<file path="src/hw/rtl/utf8d_pkg.sv">
// shared types and constants for the utf-8 validating decoder
// used by utf8d_front, utf8d_fifo, utf8d_back and the top level
package utf8d_pkg;

  localparam int CP_W = 21;
  localparam int FIFO_DEPTH_DEF = 4;

  localparam logic [CP_W-1:0] REPL_CP  = 21'h00FFFD;
  localparam logic [CP_W-1:0] MIN_CP2  = 21'h000080;
  localparam logic [CP_W-1:0] MIN_CP3  = 21'h000800;
  localparam logic [CP_W-1:0] MIN_CP4  = 21'h010000;
  localparam logic [CP_W-1:0] MAX_CP   = 21'h10FFFF;
  localparam logic [CP_W-1:0] SURR_LO  = 21'h00D800;
  localparam logic [CP_W-1:0] SURR_HI  = 21'h00DFFF;

  // continuation counts a lead byte asks for
  localparam logic [1:0] NEED_NONE = 2'd0;
  localparam logic [1:0] NEED_ONE  = 2'd1;
  localparam logic [1:0] NEED_TWO  = 2'd2;
  localparam logic [1:0] NEED_THREE = 2'd3;

  // work for one input item: n_repl replacements, then an optional tail item
  typedef struct packed {
    logic [2:0]      n_repl;
    logic            tail_valid;
    logic [CP_W-1:0] tail_cp;
    logic            tail_rep;
  } cmd_t;

endpackage

</file>
<file path="src/hw/rtl/utf8d_front.sv">
// front end: accepts bytes, tracks the open sequence and classifies each item
// depends on utf8d_pkg
module utf8d_front import utf8d_pkg::*; (
  input  logic       clk,
  input  logic       rst_n,
  input  logic       in_valid,
  output logic       in_ready,
  input  logic [7:0] in_data_byte,
  input  logic       in_end_of_text,
  input  logic       fifo_full,
  output logic       push,
  output cmd_t       push_cmd
);

  logic [1:0]      exp_r, exp_nxt;
  logic [1:0]      held_r, held_nxt;
  logic [CP_W-1:0] part_r, part_nxt;

  logic            accept;
  logic [1:0]      lead_need;
  logic [CP_W-1:0] lead_val;
  logic            lead_open;
  logic            lead_tail_valid;
  logic [CP_W-1:0] lead_tail_cp;
  logic            lead_tail_rep;
  logic [1:0]      held_inc;
  logic [CP_W-1:0] part_ext;
  logic [CP_W-1:0] min_cp;
  logic            complete;
  logic            bad_val;
  cmd_t            cmd;

  assign in_ready = !fifo_full;
  assign accept   = in_valid && in_ready;

  // lead byte decode
  always_comb begin
    lead_need = NEED_NONE;
    lead_val  = '0;
    if (in_data_byte[7:5] == 3'b110) begin
      lead_need = NEED_ONE;
      lead_val  = {16'd0, in_data_byte[4:0]};
    end else if (in_data_byte[7:4] == 4'b1110) begin
      lead_need = NEED_TWO;
      lead_val  = {17'd0, in_data_byte[3:0]};
    end else if (in_data_byte[7:3] == 5'b11110) begin
      lead_need = NEED_THREE;
      lead_val  = {18'd0, in_data_byte[2:0]};
    end
    lead_open       = (lead_need != NEED_NONE) && !in_end_of_text;
    lead_tail_valid = !lead_open;
    if (!in_data_byte[7]) begin
      lead_tail_cp  = {13'd0, in_data_byte};
      lead_tail_rep = 1'b0;
    end else begin
      lead_tail_cp  = REPL_CP;
      lead_tail_rep = 1'b1;
    end
  end

  // continuation path
  assign held_inc = held_r + 2'd1;
  assign part_ext = {part_r[CP_W-7:0], in_data_byte[5:0]};
  assign complete = held_inc >= exp_r;

  always_comb begin
    case (exp_r)
      NEED_ONE: min_cp = MIN_CP2;
      NEED_TWO: min_cp = MIN_CP3;
      default:  min_cp = MIN_CP4;
    endcase
    bad_val = (part_ext < min_cp) || (part_ext > MAX_CP) ||
              ((part_ext >= SURR_LO) && (part_ext <= SURR_HI));
  end

  always_comb begin
    cmd.n_repl     = 3'd0;
    cmd.tail_valid = 1'b0;
    cmd.tail_cp    = lead_tail_cp;
    cmd.tail_rep   = lead_tail_rep;
    exp_nxt        = NEED_NONE;
    held_nxt       = 2'd0;
    part_nxt       = '0;
    if ((exp_r == NEED_NONE) || (in_data_byte[7:6] != 2'b10)) begin
      // fresh lead, possibly after a broken sequence
      if (exp_r != NEED_NONE) begin
        cmd.n_repl = 3'd1 + {1'b0, held_r};
      end
      cmd.tail_valid = lead_tail_valid;
      if (lead_open) begin
        exp_nxt  = lead_need;
        part_nxt = lead_val;
      end
    end else if (complete) begin
      if (bad_val) begin
        cmd.n_repl = 3'd1 + {1'b0, held_inc};
      end else begin
        cmd.tail_valid = 1'b1;
        cmd.tail_cp    = part_ext;
        cmd.tail_rep   = 1'b0;
      end
    end else if (in_end_of_text) begin
      cmd.n_repl = 3'd1 + {1'b0, held_inc};
    end else begin
      exp_nxt  = exp_r;
      held_nxt = held_inc;
      part_nxt = part_ext;
    end
  end

  assign push     = accept && ((cmd.n_repl != 3'd0) || cmd.tail_valid);
  assign push_cmd = cmd;

  always_ff @(posedge clk) begin
    if (!rst_n) begin
      exp_r  <= NEED_NONE;
      held_r <= 2'd0;
      part_r <= '0;
    end else if (accept) begin
      exp_r  <= exp_nxt;
      held_r <= held_nxt;
      part_r <= part_nxt;
    end
  end

endmodule

</file>
<file path="src/hw/rtl/utf8d_fifo.sv">
// small command queue between the front end and the back end
// depends on utf8d_pkg
module utf8d_fifo import utf8d_pkg::*; #(
  parameter int DEPTH = FIFO_DEPTH_DEF
) (
  input  logic clk,
  input  logic rst_n,
  input  logic push,
  input  cmd_t push_cmd,
  input  logic pop,
  output cmd_t head,
  output logic full,
  output logic empty
);

  localparam int PTR_W = (DEPTH > 1) ? $clog2(DEPTH) : 1;
  localparam int CNT_W = $clog2(DEPTH + 1);
  localparam logic [PTR_W-1:0] LAST_PTR = PTR_W'(DEPTH - 1);
  localparam logic [CNT_W-1:0] FULL_CNT = CNT_W'(DEPTH);

  cmd_t             mem_r [DEPTH];
  logic [PTR_W-1:0] wr_ptr_r, wr_ptr_nxt;
  logic [PTR_W-1:0] rd_ptr_r, rd_ptr_nxt;
  logic [CNT_W-1:0] cnt_r, cnt_nxt;

  assign full  = cnt_r == FULL_CNT;
  assign empty = cnt_r == '0;
  assign head  = mem_r[rd_ptr_r];

  always_comb begin
    wr_ptr_nxt = wr_ptr_r;
    rd_ptr_nxt = rd_ptr_r;
    cnt_nxt    = cnt_r;
    if (push) begin
      wr_ptr_nxt = (wr_ptr_r == LAST_PTR) ? '0 : wr_ptr_r + PTR_W'(1);
    end
    if (pop) begin
      rd_ptr_nxt = (rd_ptr_r == LAST_PTR) ? '0 : rd_ptr_r + PTR_W'(1);
    end
    if (push && !pop) begin
      cnt_nxt = cnt_r + CNT_W'(1);
    end else if (pop && !push) begin
      cnt_nxt = cnt_r - CNT_W'(1);
    end
  end

  always_ff @(posedge clk) begin
    if (push) begin
      mem_r[wr_ptr_r] <= push_cmd;
    end
  end

  always_ff @(posedge clk) begin
    if (!rst_n) begin
      wr_ptr_r <= '0;
      rd_ptr_r <= '0;
      cnt_r    <= '0;
    end else begin
      wr_ptr_r <= wr_ptr_nxt;
      rd_ptr_r <= rd_ptr_nxt;
      cnt_r    <= cnt_nxt;
    end
  end

endmodule

</file>
<file path="src/hw/rtl/utf8d_back.sv">
// back end: expands each queued command into result items, one per cycle while out_ready allows
// depends on utf8d_pkg
module utf8d_back import utf8d_pkg::*; (
  input  logic            clk,
  input  logic            rst_n,
  input  cmd_t            head,
  input  logic            empty,
  output logic            pop,
  output logic            out_valid,
  input  logic            out_ready,
  output logic [CP_W-1:0] out_code_point,
  output logic            out_was_replaced,
  output logic            out_run_last
);

  logic [1:0]      idx_r, idx_nxt;
  logic            out_valid_r, out_valid_nxt;
  logic [CP_W-1:0] cp_r;
  logic            rep_r;
  logic            last_r;

  logic            load;
  logic [2:0]      total;
  logic            is_last;
  logic [CP_W-1:0] item_cp;
  logic            item_rep;

  assign load    = !empty && (!out_valid_r || out_ready);
  assign total   = head.n_repl + {2'd0, head.tail_valid};
  assign is_last = ({1'b0, idx_r} + 3'd1) == total;
  assign pop     = load && is_last;

  always_comb begin
    if ({1'b0, idx_r} < head.n_repl) begin
      item_cp  = REPL_CP;
      item_rep = 1'b1;
    end else begin
      item_cp  = head.tail_cp;
      item_rep = head.tail_rep;
    end
  end

  always_comb begin
    idx_nxt       = idx_r;
    out_valid_nxt = out_valid_r;
    if (load) begin
      idx_nxt       = is_last ? 2'd0 : idx_r + 2'd1;
      out_valid_nxt = 1'b1;
    end else if (out_ready) begin
      out_valid_nxt = 1'b0;
    end
  end

  always_ff @(posedge clk) begin
    if (!rst_n) begin
      idx_r       <= 2'd0;
      out_valid_r <= 1'b0;
    end else begin
      idx_r       <= idx_nxt;
      out_valid_r <= out_valid_nxt;
    end
  end

  always_ff @(posedge clk) begin
    if (load) begin
      cp_r   <= item_cp;
      rep_r  <= item_rep;
      last_r <= is_last;
    end
  end

  assign out_valid        = out_valid_r;
  assign out_code_point   = cp_r;
  assign out_was_replaced = rep_r;
  assign out_run_last     = last_r;

endmodule

</file>
<file path="src/hw/rtl/utf8_validating_decoder.sv">
// utf-8 validating decoder, top level: front end, command queue, back end
// a result of a byte goes through the command queue, then the output register
// throughput: one byte per cycle while the queue has room; the back end gives
//   one result per cycle while out_ready is high, and the queue absorbs runs
// reset: synchronous active-low rst_n clears the open sequence, queue and output
// depends on utf8d_pkg, utf8d_front, utf8d_fifo, utf8d_back
module utf8_validating_decoder import utf8d_pkg::*; #(
  parameter int FIFO_DEPTH = FIFO_DEPTH_DEF
) (
  input  logic            clk,
  input  logic            rst_n,
  input  logic            in_valid,
  output logic            in_ready,
  input  logic [7:0]      in_data_byte,
  input  logic            in_end_of_text,
  output logic            out_valid,
  input  logic            out_ready,
  output logic [CP_W-1:0] out_code_point,
  output logic            out_was_replaced,
  output logic            out_run_last
);

  // queue handshake between the two halves
  logic fifo_push;
  logic fifo_pop;
  logic fifo_full;
  logic fifo_empty;
  cmd_t push_cmd;
  cmd_t head_cmd;

  // front end: sequence state lives here, each item becomes one command
  // (bytes that only extend a sequence push nothing)
  utf8d_front u_front (
    .clk            (clk),
    .rst_n          (rst_n),
    .in_valid       (in_valid),
    .in_ready       (in_ready),
    .in_data_byte   (in_data_byte),
    .in_end_of_text (in_end_of_text),
    .fifo_full      (fifo_full),
    .push           (fifo_push),
    .push_cmd       (push_cmd)
  );

  // short queue so an error run in the back end stalls the input only once full
  utf8d_fifo #(
    .DEPTH (FIFO_DEPTH)
  ) u_fifo (
    .clk      (clk),
    .rst_n    (rst_n),
    .push     (fifo_push),
    .push_cmd (push_cmd),
    .pop      (fifo_pop),
    .head     (head_cmd),
    .full     (fifo_full),
    .empty    (fifo_empty)
  );

  // back end: replacements first, then the tail item, into the output register
  utf8d_back u_back (
    .clk              (clk),
    .rst_n            (rst_n),
    .head             (head_cmd),
    .empty            (fifo_empty),
    .pop              (fifo_pop),
    .out_valid        (out_valid),
    .out_ready        (out_ready),
    .out_code_point   (out_code_point),
    .out_was_replaced (out_was_replaced),
    .out_run_last     (out_run_last)
  );

  // a replaced item always carries the replacement character
  a_repl_cp : assert property (@(posedge clk) disable iff (!rst_n)
    out_valid && out_was_replaced |-> out_code_point == REPL_CP)
    else $error("replaced item without replacement character");

  // a decoded item is a scalar value: in range and not a surrogate
  a_scalar : assert property (@(posedge clk) disable iff (!rst_n)
    out_valid && !out_was_replaced |->
      (out_code_point <= MAX_CP) &&
      !((out_code_point >= SURR_LO) && (out_code_point <= SURR_HI)))
    else $error("decoded item is not a scalar value");

  // retiring a command means its last item was just loaded
  a_pop_last : assert property (@(posedge clk) disable iff (!rst_n)
    fifo_pop |=> out_valid && out_run_last)
    else $error("command retired without its last item");

  // the queue never takes a command while full
  a_no_overflow : assert property (@(posedge clk) disable iff (!rst_n)
    fifo_full |-> !fifo_push)
    else $error("push into full queue");

endmodule

</file>
<file path="config.mk">
export PLATFORM = sky130hd
export DESIGN_NAME = utf8_validating_decoder
export DESIGN_NICKNAME = d
export VERILOG_FILES = /design/src/hw/rtl/utf8d_pkg.sv /design/src/hw/rtl/utf8d_front.sv /design/src/hw/rtl/utf8d_fifo.sv /design/src/hw/rtl/utf8d_back.sv /design/src/hw/rtl/utf8_validating_decoder.sv
export SDC_FILE = /design/constraint.sdc
export NUM_CORES = 1
export LEC_CHECK = 0
export ABC_CLOCK_PERIOD_IN_PS = 10200
export BUFFER_PORTS_ARGS = -buffer_cell sky130_fd_sc_hd__buf_4
export CAP_MARGIN = 20
export CORE_ASPECT_RATIO = 0.5
export CORE_MARGIN = 3
export CORE_UTILIZATION = 35
export CTS_BUF_LIST = sky130_fd_sc_hd__clkbuf_2 sky130_fd_sc_hd__clkbuf_4 sky130_fd_sc_hd__clkbuf_8
export CTS_CLUSTER_DIAMETER = 150
export DETAILED_ROUTE_END_ITERATION = 8
export MAX_ROUTING_LAYER = met4
export PLACE_DENSITY = 0.5
export SLEW_MARGIN = 5
export SYNTH_ARGS = -nofsm -noshare
export SYNTH_HDL_FRONTEND = slang
export SYNTH_HIERARCHICAL = 1
export SYNTH_SLANG_ARGS = --single-unit
export TNS_END_PERCENT = 50
</file>
<file path="constraint.sdc">
create_clock -name clk -period 10.2 [get_ports clk]
set_input_delay 0.51 -clock clk [delete_from_list [all_inputs] [get_ports clk]]
set_output_delay 0.51 -clock clk [all_outputs]
set_load 0.1 [all_outputs]
</file>
==> flow_summary_export.csv <==
group,metric,value,unit
critical_path,slowest_delay,960,ps
grt,grt_max_degree,27,
cells_and_area,num_antenna_cells,0,
grt,overflow,0,
power_and_ir_drop,internal-power,1.28,mW
critical_path,cp_slowest_cell,"dfxtp_2",
critical_path,crit_chain,"mux4_2, xnor3_1, and3_1, and2_1, inv_1, ha_1, inv_1, fa_1, xor2_1, or3_1, a21boi_0",
power_and_ir_drop,combPwrFrac,0.334,
job,max-cap-violations,0,
timing,period_share,0.403,
power_and_ir_drop,p_switching,798,uW
power_and_ir_drop,seq_power_share,0.421,
synthesis,ys_seq_area_frac,0.662,
synthesis,ys_ff_latch,158,
timing,worst_pin_slew,962,ps
synthesis,synth_flop_cell,"edfxtp_1",
cts,clock_path_buffers,2,
synthesis,synth_top_area_share,0.570,
synthesis,synth.distinct_cells,61,
floorplanning,die_y,104,microns
route,avgViaCountPerCell,4.85,
place,port_buffers,37,
timing,rsz0062_at_grt,"false",
cts,postCtsSetupRepairBufs,0,
place,detailedPlace.worstSlack,5970,ps
cells_and_area,fin_util,0.412,
synthesis,synthCells,421,
timing,finalSetupViolations,0,
synthesis,synth-edff-count,127,
timing,setup_slack,6080,ps
grt,grt_pass1_wl,21.7,mm
timing,slew_violations,0,
timing,hold_viol_final,0,
timing,finalCriticalPeriod,4120,ps
timing,finClkSkew,22.6,ps
place,gp_congestion,0.789,
floorplanning,die-area,20900,sq um
route,drt-initial-drc-count,290,
cells_and_area,syn2layout_area_growth,14.3,%
floorplanning,coreArea,18600,sq um
critical_path,crit_path_max_fanout,26,
hold_path,hold_start,"in_data_byte[0]",
cts,clk-insertion-delay-late,440,ps
cts,h-tree-depth,4,
route,first_pass_iters,7,
power_and_ir_drop,swShare,0.384,
power_and_ir_drop,power,2.08,mW
power_and_ir_drop,leakage,2.60,nW
synthesis,syn_area,6690,sq um
run_status,status,"complete, no violations",
grt,grt_pass1_vias,3698,
floorplanning,rows,35,
power_and_ir_drop,p_clk_frac,0.245,
grt,grt_antenna_before_repair,0,
cts,root_buffer,"clkbuf_8",
route,ant_nets,0,
critical_path,r2r_end,"u_fifo/cnt_r[2]",
synthesis,syn-num-nets,454,
cts,cts_tree,"built",
synthesis,synthTopCellsByArea,"edfxtp_1 (57%), dfxtp_1 (9.3%), mux4_2 (6.7%)",
floorplanning,initial_core_util,0.361,
synthesis,yosys.area.top_type,"edfxtp_1",
cts,cts.sinks,158,
route,drc,0,
timing,max_freq,243,MHz
synthesis,ys.warnings.count,6,
critical_path,cp.required,10570,ps
cts,clkTransAtPathRegs,90,ps
timing,tns,0,ps
critical_path,cp_data_arrival_time,4480,ps
place,hpwl,8.79,mm
hold_path,worst_hold_path_type,"in2reg",
critical_path,ff2ff_path_depth,11,
critical_path,crit_type,"reg2reg",
critical_path,start_kind,"flop",
cells_and_area,drive_gt1_frac,0.235,
cts,cts_resized,0,
critical_path,r2r_slack,6080,ps
hold_path,whs_endpoint,"u_front/part_r[0]",
power_and_ir_drop,ir_drop,0.000106,V
hold_path,hold_depth,3,
route,totalWireLength,13.5,mm
grt,grtUsageTotal,0.140,
route,vias,3587,
route,drt-wirelength-per-cell,18.3,microns
floorplanning,die_w,202,microns
synthesis,avgSynthCellArea,15.9,sq um
critical_path,cp_common_cell,"inv_1",
cts,numCtsBuffers,17,
cts,cts_hold_buf,0,
critical_path,worstSetupEndpointType,"flop",
cells_and_area,nets,500,
timing,slew_headroom,0.358,
floorplanning,io_pins,38,
synthesis,synthArstFlopShare,0,
power_and_ir_drop,pwr_density_cell,272,nW/um^2
[stage by stage]
step,instances,area [sq um],hold slack [ps]
after global placement,707,7220,479
after global routing,739,7650,342
final,739,7650,355
after floorplan,421,6690,445
after detailed placement,707,7220,485
after CTS,739,7650,324
[kinds of logic after synthesis]
group,after synthesis,synth area share
flops,158,0.662
simple gates,120,0.106
compound gates,54,0.0570
buf+inv,32,0.0282
mux,31,0.0983
fa+ha+maj,20,0.0385
xor+xnor,6,0.00991
[power groups by stage]
stage                     clock [mW]  sequential, mW  combinational, mW
after floorplan                    0            1.10              0.339
after detailed placement           0           0.893              0.707
final                          0.509           0.874              0.694
after global routing           0.554           0.889              0.750
after global placement             0           0.893              0.702
after CTS                      0.526           0.879              0.710
[registers in the layout, indices dropped and copies added (netlist names), 2 cells and up, named ones only]
register / flops
u_fifo/rd_ptr_r: 2
u_back/out_code_point: 21
u_front/part_r: 15
u_fifo/cnt_r: 3
u_back/idx_r: 2
u_front/held_r: 2
u_fifo/wr_ptr_r: 2
u_front/exp_r: 2
u_fifo/mem_r: 104
[Yosys cell counts (3+ instances only)]
| cell | count |
|---|---|
| a21oi_1 | 16 |
| or2_2 | 5 |
| nand2b_1 | 4 |
| a21boi_0 | 4 |
| clkbuf_1 | 3 |
| buf_2 | 6 |
| xnor2_1 | 3 |
| edfxtp_1 | 127 |
| dfxtp_1 | 31 |
| inv_1 | 16 |
| a21o_1 | 8 |
| mux4_2 | 20 |
| a22oi_1 | 5 |
| or3_1 | 18 |
| nand3_1 | 3 |
| nor2b_1 | 13 |
| o21ai_0 | 6 |
| nand2_1 | 31 |
| and2_1 | 12 |
| mux2i_1 | 5 |
| nor3b_1 | 7 |
| nor2_1 | 7 |
| nor3_1 | 3 |
| mux4_1 | 6 |
| ha_1 | 19 |
[critical path, delay by kind of cell, from the launching register on]
family	cells	cell delay [ps]
adders and majority gates	2	550
DFF	1	960
AOI/OAI and AO/OA	1	150
and+or+nand+nor	3	730
buffers and inverters	2	150
muxes	1	830
xor gates and xnor gates	2	670
[placed cells by master, fill, tap and decap left out, types with 4 or more instances in the layout]
master    instances
inv_8             4
a21oi_1          16
a22oi_1           5
buf_4            43
nand2b_1          4
dfxtp_1          30
or2_2             5
and2_1           10
nor3b_1           7
or3_1            18
mux2i_1           5
nor2_1            7
inv_1            16
nand2_1          31
ha_1             19
o21ai_0           6
edfxtp_1        127
nor2b_1          13
mux4_2           20
a21o_1            8
mux4_1            6
clkbuf_8         17
a21boi_0          4
[worst max path at each step]
stage,endpoint,cells after the start,start,slack (ps)
floorplan,u_fifo/cnt_r[2],15,u_front/held_r[0],6600
global placement,u_fifo/cnt_r[2],11,flop,6060
detailed placement,u_fifo/cnt_r[2],11,flop,5970
CTS,u_fifo/cnt_r[2],11,flop,5950
global route,u_fifo/cnt_r[2],11,flop,5720
finish,u_fifo/cnt_r[2],11,flop,6080
[layer usage]
layer  global-route usage  vias up  part of all wire
li1                     -     1702                 -
met1                0.194     1810              0.48
met3               0.0251        9             0.040
met2                0.212       66              0.47
met5                    -        -                 0
met4               0.0403        0            0.0069
[final cells by class]
type | count | area [sq um]
sequential | 158 | 4440
multi-input combinational | 231 | 2070
clock buffer | 18 | 241
fill | 1746 | 10900
timing repair buffer | 43 | 323
tap | 259 | 324
inverter | 16 | 60.1
clock inverter | 14 | 195
(Power assumes the default switching activity.)
